**src/hdl/rix_pkg.sv**
```systemverilog
// ----------------------------------------------------------------------------
// rix_pkg
// operation codes, widths and the per-stage record of the execute chain
// ----------------------------------------------------------------------------
package rix_pkg;
  localparam int XLEN   = 32;
  localparam int NSTAGE = 33;   // one stage per quotient bit, plus entry stage

  typedef enum logic [4:0] {
    OP_ADD = 5'd0, OP_SUB = 5'd1, OP_SLL = 5'd2, OP_SLT = 5'd3, OP_SLTU = 5'd4,
    OP_XOR = 5'd5, OP_SRL = 5'd6, OP_SRA = 5'd7, OP_OR = 5'd8, OP_AND = 5'd9,
    OP_MUL = 5'd10, OP_MULH = 5'd11, OP_MULHSU = 5'd12, OP_MULHU = 5'd13,
    OP_DIV = 5'd14, OP_DIVU = 5'd15, OP_REM = 5'd16, OP_REMU = 5'd17,
    OP_EQ = 5'd18, OP_NE = 5'd19, OP_GE = 5'd20, OP_GEU = 5'd21
  } op_t;

  // state carried from cell to cell
  typedef struct packed {
    logic             vld;
    logic             is_div;   // quotient/remainder still being formed
    logic             want_rem;
    logic             neg_res;  // negate final value
    logic [XLEN-1:0]  rem;      // partial remainder
    logic [XLEN-1:0]  quo;      // dividend shifting out, quotient shifting in
    logic [XLEN-1:0]  dvs;      // divisor magnitude
    logic [XLEN-1:0]  res;      // finished result for non-divide ops
  } cell_t;
endpackage

```
**src/hdl/rix_cell.sv**
```systemverilog
// ----------------------------------------------------------------------------
// rix_cell
// one restoring-division step; other ops pass straight through
// ----------------------------------------------------------------------------
module rix_cell (
  input  logic           clk,
  input  logic           rst_n,
  input  logic           en,
  input  rix_pkg::cell_t cell_i,
  output rix_pkg::cell_t cell_r
);
  rix_pkg::cell_t cell_nxt;
  logic [32:0]    trial;
  logic [32:0]    diff;

  always_comb begin
    cell_nxt = cell_i;
    trial = {cell_i.rem, cell_i.quo[31]};
    diff  = trial - {1'b0, cell_i.dvs};
    if (cell_i.is_div) begin
      if (!diff[32]) begin
        cell_nxt.rem = diff[31:0];
        cell_nxt.quo = {cell_i.quo[30:0], 1'b1};
      end else begin
        cell_nxt.rem = trial[31:0];
        cell_nxt.quo = {cell_i.quo[30:0], 1'b0};
      end
    end
  end

  always_ff @(posedge clk) begin
    if (!rst_n) begin
      cell_r.vld <= 1'b0;
    end else if (en) begin
      cell_r <= cell_nxt;
    end
  end
endmodule

```
**config.mk**
```make
export PLATFORM = sky130hd
export DESIGN_NAME = rix_cell
export DESIGN_NICKNAME = d
export VERILOG_FILES = /design/src/hdl/rix_pkg.sv /design/src/hdl/rix_cell.sv
export SDC_FILE = /design/constraint.sdc
export NUM_CORES = 1
export LEC_CHECK = 0
export ABC_AREA = 1
export BUFFER_PORTS_ARGS = -buffer_cell sky130_fd_sc_hd__buf_4
export CAP_MARGIN = 15
export CORE_MARGIN = 5
export CORE_UTILIZATION = 55
export CTS_CLUSTER_DIAMETER = 200
export DETAILED_ROUTE_END_ITERATION = 10
export GPL_TIMING_DRIVEN = 0
export HOLD_SLACK_MARGIN = 0.05
export PLACE_DENSITY_LB_ADDON = 0.1
export SLEW_MARGIN = 20
export SYNTH_ARGS = -nofsm -noshare
export SYNTH_HDL_FRONTEND = slang
export SYNTH_SLANG_ARGS = --single-unit
export TNS_END_PERCENT = 20
```
**constraint.sdc**
```tcl
create_clock -name clk -period 8 [get_ports clk]
set_clock_uncertainty 0.05 [all_clocks]
set_input_delay 1.6 -clock clk [delete_from_list [all_inputs] [get_ports clk]]
set_output_delay 1.6 -clock clk [all_outputs]
set_load 0.01 [all_outputs]
```
# == Word level (Yosys, flattened, before mapping) ==
# Index checks and enable logic that the tools add are counted.
# classes
n_addsub,1
n_mul,0
n_div,0
order_cmp,0
eq_ne,0
n_shift,0
muxes,2
n_bitwise,0
n_reduce_logical,1
# ops
op,n
$mux 64,2
$sub 33x32->33,1
$reduce_and 2->1,1
# word_totals
reg_bits,132
latch_bits,0
ram_bits,0
mem_bits_ro,0
inputBits,135
output_inout_bits,132
word_cells,12
n_memories,0

# == Depth between registers and ports, before layout ==
# depth
depth_word,3
ltp_mapped,19

# == Least setup slack after synthesis ==
# OpenSTA, ideal clock, no wires.
# synth_path
path_type,in2reg
start,input rst_n
end,register cell_r[0] (netlist name) (enable)
setup_ns,0.484
t_arrival_ns,4.159
required_time_ns,7.466
slack_ns,3.307
cell_stages,2
cell_sequence,nand2_1 -> inv_1
# synth_between
elab_chain_cells,1
# synth_rtl
element,line,text
"start, declared",rix_cell.sv:7,"input logic rst_n,"
$reduce_and 2->1 (no source line),n/a,
"end signal, assigned",rix_cell.sv:35,cell_r <= cell_nxt;
"end, declared",rix_cell.sv:10,output rix_pkg::cell_t cell_r
# No other way between the ends.
# A chain may end at the register's enable or synchronous reset.

==> run_results.csv <==
group,metric,value,unit
layout,finalCoreUtilization,0.771,
detailed_routing,drt_wl_total,25.8,mm
pwr,leakage,5.67,nW
grt,grt_overflow_total,0,
place,hpwl,19.2,mm
critical_path,r2r-end,"cell_r[131]$_SDFFE_PN0P_",
grt,grt_pass1_vias,7312,
detailed_routing,first_pass_iters,5,
synthesis,synth.avg_cell_area,7.83,sq um
place,port_buffers,266,
pwr,power.share.clock,0.387,
pwr,pwr-share-comb,0.223,
critical_path,start_kind,"primary input",
clock_network,cts_root_buffer,"clkbuf_16",
worst_hold_path,whs_endpoint,"cell_r[131]$_SDFFE_PN0P_",
pwr,p_int,1.54,mW
clock_network,clk_pin_slew,60,ps
pwr,irDropWorstVdd,0.137,mV
floorplan,start_util,0.565,
detailed_routing,routedWlPerCell,17.4,microns
clock_network,post_cts_buffers,0,
clock_network,clk_latency,430,ps
place,globalplace.congestion,0.961,
worst_hold_path,min_from,"cell_r[131]$_SDFFE_PN0P_",
critical_path,crit_fanout,10,
clock_network,cts.repair.resized,0,
clock_network,cts_inserted_buffers,17,
pwr,power_switching_share,0.282,
synthesis,synthCells,1005,
clock_network,tritoncts,"yes",
synthesis,synthTopCellsByArea,"edfxtp_1, nand2_1, inv_1",
pwr,seq_power_share,0.390,
clock_network,holdBufCountCts,0,
layout,nets,1459,
layout,top_register,"cell_r",
sta,relSlewSlack,0.588,
detailed_routing,vias,7532,
detailed_routing,routed_via_density,5.08,
status,status,"finished clean",
detailed_routing,drt.antenna.violating_nets,0,
detailed_routing,drtIter0Drc,697,
floorplan,die_w,130,microns
layout,multi_input_area,3020,sq um
synthesis,ys_warn_count,0,
synthesis,synth_nets,1173,
synthesis,netlist_area,7870,sq um
worst_hold_path,min_path_cells,2,
layout,area_growth,36.4,%
grt,grt_max_degree,84,
layout,largest_registers,"cell_r (132)",
floorplan,die_area,16800,sq um
layout,largest_reg_flops,132,
floorplan,core-area,13900,sq um
critical_path,reg2regPathDepth,2,
sta,finalSetupViolations,0,
detailed_routing,drcViolationCount,0,
sta,tightest_slew,618,ps
critical_path,worstPathArrival,3810,ps
layout,n_fill_cell,997,
sta,hold_viol_final,0,
synthesis,synth_top_area_cell,"edfxtp_1",
sta,fin_tns_setup,0,ps
pwr,power.density,200,nW/um^2
sta,fmax,271,MHz
worst_hold_path,worst_hold_path_type,"reg2reg",
synthesis,synth.distinct_cells,27,
layout,drive_gt1_frac,0.244,
layout,diodes,0,
clock_network,htree_levels,4,
sta,fin_crit,3680,ps
critical_path,r2r_start,"cell_r[131]$_SDFFE_PN0P_",
synthesis,synth_top_area_share,0.500,
sta,period_share,0.461,
pwr,p_switching,0.606,mW
clock_network,clkSinkCount,132,
floorplan,pin_count,267,
sta,rsz0062_at_grt,"no",
grt,grt_pass1_wl,38.7,mm
critical_path,end_kind,"register",
floorplan,die_h,130,microns
grt,antenna_found_initial,0,
clock_network,cts-root-to-sink-buffers,2,
synthesis,ys_seq_area_frac,0.502,
floorplan,num_rows,43,
sta,slew_viol_final,0,
grt,grt_usage,0.302,
critical_path,cp.required,8120,ps
layout,regArea,3950,sq um
critical_path,r2r_slack,7300,ps
pwr,total_power,2.15,mW
synthesis,ys_ff_latch,132,
critical_path,worst-setup-path-type,"in2reg",
run,cap_violations,0,
final cells by class:
type / count / area share
Inverter: 208 / 0.0732
Multi-Input combinational cell: 646 / 0.281
Timing Repair Buffer: 267 / 0.188
Clock buffer: 18 / 0.0400
Clock inverter: 13 / 0.0171
Sequential cell: 132 / 0.368
Tap cell: 180 / 0.0210
Buffer: 19 / 0.0108
worst max-delay path by stage:
stage	from	endpoint	slack, ps
after floorplan	rst_n	cell_r[0]$_DFFE_PP_	3310
after global placement	en	cell_r[122]$_DFFE_PP_	2230
after detailed placement	cell_i[95]	cell_r[114]$_DFFE_PP_	3920
after CTS	cell_i[32]	cell_r[102]$_DFFE_PP_	4360
after global routing	cell_i[95]	cell_r[102]$_DFFE_PP_	4160
final	cell_i[32]	cell_r[102]$_DFFE_PP_	4320
power groups by stage:
stage / Combinational [mW] / Clock, mW / Sequential, mW
final: 0.479 / 0.833 / 0.838
after global routing: 0.529 / 0.866 / 0.843
after CTS: 0.478 / 0.834 / 0.839
after detailed placement: 0.470 / 0 / 0.851
after global placement: 0.458 / 0 / 0.854
after floorplan: 0.234 / 0 / 0.881
cells in the mapped netlist:
| master | n |
|---|---|
| nand4_1 | 5 |
| fa_1 | 1 |
| nand2_2 | 9 |
| a21oi_1 | 21 |
| o21ai_0 | 33 |
| nor2_1 | 39 |
| nor3_2 | 1 |
| nand2_4 | 1 |
| and2_1 | 3 |
| nand3_1 | 50 |
| nor3_1 | 4 |
| dfxtp_1 | 1 |
| buf_4 | 2 |
| xor2_1 | 3 |
| xnor2_1 | 12 |
| a21oi_2 | 2 |
| a21o_1 | 2 |
| nand3b_1 | 3 |
| inv_2 | 1 |
| buf_6 | 5 |
| clkbuf_1 | 12 |
| edfxtp_1 | 131 |
| inv_1 | 207 |
| ha_1 | 32 |
| and3_1 | 1 |
| nand2_1 | 423 |
| or2_1 | 1 |
kinds of logic (layout without fill, tap and decap cells):
| kind of cell | Yosys count | after routing | share of synthesized area |
|---|---|---|---|
| fa+ha+maj | 33 | 33 | 0.0534 |
| flops | 132 | 132 | 0.502 |
| xor+xnor | 15 | 15 | 0.0167 |
| simple gates | 540 | 540 | 0.275 |
| compound gates | 58 | 58 | 0.0385 |
| buf+inv | 227 | 525 | 0.114 |
per-layer routing:
layer	GRT usage	vias up	share of wire
met5	0	-	0
met4	0.104	0	0.029
met3	0.0705	58	0.082
met2	0.553	366	0.52
met1	0.347	3420	0.37
li1	-	3688	-
cell usage in the layout (no fill, tap or decap), drive strengths merged:
cell type / count
bufinv: 4
nand3b: 3
a21oi: 23
fa: 1
nor2: 39
xnor2: 12
ha: 32
nand4: 5
a21o: 2
nand3: 50
buf: 274
clkinvlp: 2
and3: 1
dfxtp: 1
nor3: 5
inv: 209
nand2: 433
and2: 3
xor2: 3
o21ai: 33
edfxtp: 131
clkinv: 6
clkbuf: 30
or2: 1
per-stage QoR:
step	hold slack, ps	worst slack, ps	area (sq um)	std cells
floorplan	505	3310	7870	1005
global placement	479	2230	10100	1451
detailed placement	500	3920	10100	1452
CTS	511	4360	10700	1483
global route	558	4160	10700	1483
finish	516	4320	10700	1483
critical path, cell delays in order:
cell     delay [ps]
buf_4           120
ha_1            240
fa_1            410
inv_1            70
nand2_1          40
nand2_1         100
nand3_1         110
nand2_2         150
nand2_2          60
nand2_2         110
nand2_2         100
nand2_2          80
nand2_1          60
nand2_2         110
buf_6           180
nand2_1          90
nand3_1         100
nand2_1          70
No activity file was read; power rests on OpenSTA's default activity.
