===== src/hdl/rix_pkg.sv =====
// ----------------------------------------------------------------------------
// rix_pkg
// operation codes, widths and the per-stage record of the execute chain
// ----------------------------------------------------------------------------
package rix_pkg;
  localparam int XLEN   = 32;
  localparam int NSTAGE = 33;   // one stage per quotient bit, plus entry stage

  typedef enum logic [4:0] {
    OP_ADD = 5'd0, OP_SUB = 5'd1, OP_SLL = 5'd2, OP_SLT = 5'd3, OP_SLTU = 5'd4,
    OP_XOR = 5'd5, OP_SRL = 5'd6, OP_SRA = 5'd7, OP_OR = 5'd8, OP_AND = 5'd9,
    OP_MUL = 5'd10, OP_MULH = 5'd11, OP_MULHSU = 5'd12, OP_MULHU = 5'd13,
    OP_DIV = 5'd14, OP_DIVU = 5'd15, OP_REM = 5'd16, OP_REMU = 5'd17,
    OP_EQ = 5'd18, OP_NE = 5'd19, OP_GE = 5'd20, OP_GEU = 5'd21
  } op_t;

  // state carried from cell to cell
  typedef struct packed {
    logic             vld;
    logic             is_div;   // quotient/remainder still being formed
    logic             want_rem;
    logic             neg_res;  // negate final value
    logic [XLEN-1:0]  rem;      // partial remainder
    logic [XLEN-1:0]  quo;      // dividend shifting out, quotient shifting in
    logic [XLEN-1:0]  dvs;      // divisor magnitude
    logic [XLEN-1:0]  res;      // finished result for non-divide ops
  } cell_t;
endpackage


===== src/hdl/rix_front.sv =====
// ----------------------------------------------------------------------------
// rix_front
// entry cell: simple alu ops, multiply and divide operand setup
// ----------------------------------------------------------------------------
module rix_front (
  input  logic                        clk,
  input  logic                        rst_n,
  input  logic                        en,
  input  logic                        in_vld,
  input  logic [4:0]                  op,
  input  logic [rix_pkg::XLEN-1:0]    a,
  input  logic [rix_pkg::XLEN-1:0]    b,
  output rix_pkg::cell_t              cell_r
);
  rix_pkg::cell_t   cell_nxt;
  logic [4:0]       sh;
  logic [32:0]      ma, mb;
  logic [65:0]      prod;
  logic             slt, na, nb, sgn;

  assign sh  = b[4:0];
  assign slt = $signed(a) < $signed(b);

  always_comb begin
    ma = {op == rix_pkg::OP_MULH || op == rix_pkg::OP_MULHSU ? a[31] : 1'b0, a};
    mb = {op == rix_pkg::OP_MULH ? b[31] : 1'b0, b};
    prod = 66'($signed(ma) * $signed(mb));
    sgn  = op == rix_pkg::OP_DIV || op == rix_pkg::OP_REM;
    na   = sgn & a[31];
    nb   = sgn & b[31];
    cell_nxt = '0;
    cell_nxt.vld = in_vld;
    case (op)
      rix_pkg::OP_ADD:    cell_nxt.res = a + b;
      rix_pkg::OP_SUB:    cell_nxt.res = a - b;
      rix_pkg::OP_SLL:    cell_nxt.res = a << sh;
      rix_pkg::OP_SLT:    cell_nxt.res = {31'd0, slt};
      rix_pkg::OP_SLTU:   cell_nxt.res = {31'd0, a < b};
      rix_pkg::OP_XOR:    cell_nxt.res = a ^ b;
      rix_pkg::OP_SRL:    cell_nxt.res = a >> sh;
      rix_pkg::OP_SRA:    cell_nxt.res = 32'($signed(a) >>> sh);
      rix_pkg::OP_OR:     cell_nxt.res = a | b;
      rix_pkg::OP_AND:    cell_nxt.res = a & b;
      rix_pkg::OP_MUL:    cell_nxt.res = prod[31:0];
      rix_pkg::OP_MULH, rix_pkg::OP_MULHSU, rix_pkg::OP_MULHU:
                          cell_nxt.res = prod[63:32];
      rix_pkg::OP_DIV, rix_pkg::OP_DIVU, rix_pkg::OP_REM, rix_pkg::OP_REMU: begin
        if (b == '0) begin
          // divide by zero: all ones or the dividend
          cell_nxt.res = (op == rix_pkg::OP_REM || op == rix_pkg::OP_REMU) ? a : '1;
        end else begin
          // signed overflow falls out of the magnitude path naturally
          cell_nxt.is_div   = 1'b1;
          cell_nxt.want_rem = op == rix_pkg::OP_REM || op == rix_pkg::OP_REMU;
          cell_nxt.neg_res  = cell_nxt.want_rem ? na : (na ^ nb);
          cell_nxt.quo      = na ? -a : a;
          cell_nxt.dvs      = nb ? -b : b;
        end
      end
      rix_pkg::OP_EQ:     cell_nxt.res = {31'd0, a == b};
      rix_pkg::OP_NE:     cell_nxt.res = {31'd0, a != b};
      rix_pkg::OP_GE:     cell_nxt.res = {31'd0, !slt};
      rix_pkg::OP_GEU:    cell_nxt.res = {31'd0, a >= b};
      default:            cell_nxt.res = '0;
    endcase
  end

  always_ff @(posedge clk) begin
    if (!rst_n) begin
      cell_r.vld <= 1'b0;
    end else if (en) begin
      cell_r <= cell_nxt;
    end
  end
endmodule


===== config.mk =====
export PLATFORM = sky130hd
export DESIGN_NAME = rix_front
export DESIGN_NICKNAME = d
export VERILOG_FILES = /design/src/hdl/rix_pkg.sv /design/src/hdl/rix_front.sv
export SDC_FILE = /design/constraint.sdc
export NUM_CORES = 2
export LEC_CHECK = 0
export ABC_AREA = 1
export ABC_CLOCK_PERIOD_IN_PS = 12800
export BUFFER_PORTS_ARGS = -buffer_cell sky130_fd_sc_hd__buf_4
export CORE_ASPECT_RATIO = 0.8
export CORE_MARGIN = 1.5
export CORE_UTILIZATION = 50
export CTS_BUF_LIST = sky130_fd_sc_hd__clkbuf_8
export CTS_CLUSTER_SIZE = 28
export DETAILED_ROUTE_END_ITERATION = 10
export GPL_TIMING_DRIVEN = 0
export PLACE_DENSITY_LB_ADDON = 0.2
export SLEW_MARGIN = 20
export SYNTH_ARGS = -nofsm -noshare
export SYNTH_HDL_FRONTEND = slang
export SYNTH_SLANG_ARGS = --single-unit

===== constraint.sdc =====
create_clock -name clk -period 12.8 [get_ports clk]
set_input_delay 3.2 -clock clk [delete_from_list [all_inputs] [get_ports clk]]
set_output_delay 3.2 -clock clk [all_outputs]
set_load 0.01 [all_outputs]

* Yosys cells after proc, flatten, opt, wreduce, memory -nomap -nowiden
Cells that the tools add are included.
** Operators by class
- $add $sub $neg :: 4
- Bitwise logic cells :: 7
- Reductions and logical operators :: 10
- Multiply operators :: 1
- Mux-type cells :: 9
- $lt $le $gt $ge :: 3
- Equal/unequal tests :: 23
- Shifts and indexed selects :: 3
** Operator list (count)
- 32-bit one-hot mux with 17 select lines :: 1
- 32-bit 2-to-1 mux :: 4
- 32-bit < comparator :: 2
- 33-bit by 33-bit multiplier with 64-bit output :: 1
- 32-bit negation :: 2
- 5-bit by 4-bit == test with 1-bit output (second input constant) :: 8
- 32-bit adder :: 1
- 32-bit AND :: 1
- 32-bit == test :: 1
- 32-bit greater-or-equal comparator :: 1
- 32-bit zero test :: 1
- 32-bit inequality test :: 1
- 32-bit bitwise OR :: 1
- 32-bit by 5-bit << shifter with 32-bit output :: 1
- 32-bit by 5-bit >> shifter with 32-bit output :: 1
- 32-bit by 5-bit >>> shifter with 32-bit output :: 1
- 32-bit subtractor :: 1
- 32-bit XOR :: 1
- 5-bit == test (second input constant) :: 6
- 5-bit by 3-bit == test with 1-bit output (second input constant) :: 4
- 5-bit by 2-bit == test with 1-bit output (second input constant) :: 2
- 5-bit by 1-bit == test with 1-bit output (second input constant) :: 1
- 5-bit zero test :: 1
- 4-bit OR reduction :: 1
- other kinds (10) :: 15
** Word-level totals
- Logic and storage cells :: 67
- Register bits :: 100
- Input port bits :: 73

* Longest topological paths before layout
- Depth in word-level cells :: 6
- Mapped depth :: 36
- Depth with buffers taken out :: 35

* Least setup slack after synthesis
No wires, ideal clock.
- Path type :: input port to flip-flop
- Start point :: input port op[0]
- End point :: register cell_r[29] in the netlist's numbering (data pin)
- Cell stages on the path :: 31
- Setup time :: 0.260 ns
- Buffers on the path :: 1
- Required time :: 12.540 ns
- Slack :: 1.852 ns
- Arrival time :: 10.688 ns
- Cells stage by stage :: nand2_1 > inv_2 > nand3_2 > nand2_1 > nand2_1 > clkbuf_1 > nor2_1 > fa_1 > inv_1 > fa_1 > inv_1 > fa_1 > inv_1 > fa_1 > inv_1 > fa_1 > fa_1 > inv_1 > fa_1 > fa_1 > inv_1 > ha_1 > nand2_1 > nor2_1 > inv_1 > nor4_1 > nand3_1 > nand3_1 > nand2_1 > nand3_1 > nand3_1
** RTL lines
- start, declared :: RTL line rix_front.sv:10 : input logic [4:0] op,
- end signal, assigned :: RTL line rix_front.sv:72 : cell_r <= cell_nxt;
- end, declared :: RTL line rix_front.sv:13 : output rix_pkg::cell_t cell_r

==> metrics.md <==
| Metric | Value |
|---|---|
| Die area | 112000 sq um |
| Yosys reg bits | 100 |
| Crit Path Class | input pin to register |
| Number of global-route vias before repair | 54900 |
| Number of max-cap violations | 0 |
| Setup TNS | -0.145 ns |
| Prevailing post-synth register cell | edfxtp_1 |
| Detail Route Antenna Nets | 0 |
| Port Buffer Count | ~170 |
| Drt total wl | 299000 um |
| Largest net degree at the start of global routing | 60 |
| Clk sinks | 100 |
| Worst-Skew Late Latency | between 0.4 and 0.5 ns |
| Gr usage total | 53.1% |
| Area taken by multi-input logic gates | ~43000 sq um |
| Hold Path Class | register to register |
| Max Clk Rate | approximately 0.077 GHz |
| Syn_area_per_cell | 7.20 sq um |
| Hpwl dp | 253000 um |
| Worst r2r path cells | 2 |
| Slew HR | 5.36% |
| Crit path time final | 12.94 ns |
| Pre-antenna DRT Iters | 10 |
| Hold Path Cell Cnt | 2 |
| Clock root cell | clkbuf_8 |
| Yosys warns | 0 |
| Num ports | between 200 and 250 |
| Setup crit start kind | input pin |
| CP Data Arrival Time | 13.06 ns |
| Most common cell after layout, fill and taps aside | nand2_1 |
| Sequential-to-total area share from yosys stat | 5.42% |
| Status | finished, violations left |
| Largest register FFs | 100 |
| H-Tree Level Count | 3 |
| Final period utilization | 101% |
| Synthesis-to-finish area growth | 6.61% |
| Top flop regs | cell_r (100) |
| Critical Path Fanout Max | 10 |
| Critical path endpoint | cell_r[5] |
| GRT overflow | 0 |
| First-pass GRT wire length | 413000 um |
| Via density | between 6 and 7 |
| Netlist cell types | 59 |
| # fillers | 10600 |
| CTS Buffer Depth | 2 |
| Slew @ Worst Pin | 1.42 ns |
| Mapped cell area | 55200 sq um |
| Clock skew | 0 ns |
| Req. time, crit path | between 10 and 15 ns |
| Initial Util | 50.7% |
| CP endpoint kind | register |
| Vias | 57000 |
| TritonCTS clock tree | yes |
| Site Rows | 108 |
| Setup WS post-layout | -0.145 ns |
| Flip-flop and latch area | 2990 sq um |
| CTS Buf Count | 9 |
| Antenna violations before repair | 17 |
| Syn Inst Count | 7676 |
| Reg2Reg Capture Point | cell_r[131] |
| Clk slew on worst S/H paths | roughly 0.11 ns |
| DRT iter0 DRCs | 9585 |
| RR Startpoint | cell_r[131] |
| Die width | 375 um |
| Post-synth EDFFs | between 90 and 100 |
| Crit path from | b[2] |
| WL/cell | 31.9 um |
| Nets@finish | 9413 |
| Routability Congestion | approximately 1.2 |
| Most frequent cells in the layout | nand2_1, inv_1, fa_1 |
| Core area | roughly 110000 sq um |
| Fraction of layout cells with a size suffix above 1 | 5.41% |
| Failing checks | setup timing |
| Top reg by flops | cell_r |
| Fraction of registers with async set/reset | 0% |
| Endpoints failing setup | 1 |
| Fin. max-slew vios | 0 |
| Hold Vio Cnt, Final | 0 |
| Drt drc | 0 |
| Height of the die | between 300 and 400 um |
| R2R Setup Slk | roughly 12 ns |
| Setup WS pre-CTS | -1.45 ns |
-- metrics by stage --
step	std cells	instance area, sq um	hold WS, ns	util (%)
after floorplan	7707	55400	0.555	-
after global placement	9309	58400	0.542	53.6
after detailed placement	9311	58500	0.599	53.7
after CTS	9326	58700	0.619	53.8
after global routing	9338	58800	0.698	54.0
final	9353	58900	0.609	54.0
-- per-layer routing --
metal / share of wire [%] / up-vias / GRT usage (%)
met5: 0.11 / - / 0
met4: 7.6 / 26 / 30.1
met3: 19 / 981 / 28.4
met2: 36 / 5163 / 68.1
met1: 37 / 27700 / 70.2
li1: - / 23100 / -
-- repair_timing --
item / 4_1_cts / 5_1_grt
hold buffers: 0 / 0
setup endpoints to repair: 23 / 16
buffers inserted: 0 / 12
gates resized for setup: 5 / 6
-- how the worst min path moves through the flow --
| stage | end | start | slack [ns] |
|---|---|---|---|
| finish | cell_r[131] | cell_r[131] | 0.61 |
| global route | cell_r[131] | cell_r[131] | 0.70 |
| CTS | cell_r[131] | cell_r[131] | 0.62 |
| detailed placement | cell_r[131] | cell_r[131] | 0.60 |
| global placement | cell_r[131] | cell_r[131] | 0.54 |
| floorplan | cell_r[131] | cell_r[131] | 0.56 |
-- cell families after synthesis --
| logic type | Yosys count | synth area share (%) |
|---|---|---|
| AOI/OAI and AO/OA | 614 | 6.01 |
| xor gates and xnor gates | 47 | 0.745 |
| adders and majority gates | 1438 | 47.9 |
| buffers and inverters | 2312 | 16.2 |
| DFF | 100 | 5.42 |
| muxes | 2 | 0.0362 |
| other | 1 | 0.00679 |
| and+or+nand+nor | 3162 | 23.7 |
-- worst max-delay path, cell delays in order --
cell      delay, ns
buf_4          0.11
buf_6          0.17
clkbuf_1       0.51
buf_1          0.92
clkbuf_1       0.66
nand2_1        0.12
inv_1          0.12
fa_1           0.41
inv_1          0.10
fa_1           0.38
inv_1          0.08
fa_1           0.50
fa_1           0.64
fa_1           0.48
fa_1           0.55
inv_1          0.05
fa_1           0.47
inv_1          0.05
fa_1           0.49
ha_1           0.53
a21oi_1        0.35
o21ai_0        0.26
a21oi_1        0.21
nand2_1        0.22
nand3_1        0.14
nand2_1        0.11
o21ai_1        0.86
nand4_1        0.34
-- synthesized netlist by cell type, types with 24 or more instances --
cell type / n / area share, %
a21oi_1: 248 / 2.2
buf_1: 81 / 0.55
buf_2: 58 / 0.53
buf_4: 41 / 0.56
clkbuf_1: 206 / 1.4
edfxtp_1: 99 / 5.4
fa_1: 1127 / 41
ha_1: 311 / 7.0
inv_1: 1890 / 13
inv_2: 24 / 0.16
nand2_1: 1972 / 13
nand3_1: 489 / 4.4
nand4_1: 66 / 0.75
nor2_1: 506 / 3.4
nor3_1: 50 / 0.45
o21ai_0: 242 / 2.2
xor2_1: 37 / 0.59
-- area by class of cell --
cell class	instances	share of cell area (%)
repair buffers	187	2.46
multi-input cells	5295	73.7
clock inverters	7	0.102
inverters	1919	12.2
plain buffers	390	3.05
clock buffers	9	0.210
diodes	16	0.0680
well taps	1430	3.04
flip-flops and latches	100	5.08
Power is not shown: default switching activity piles up to over one toggle a cycle in this logic, so the estimate is an artifact.
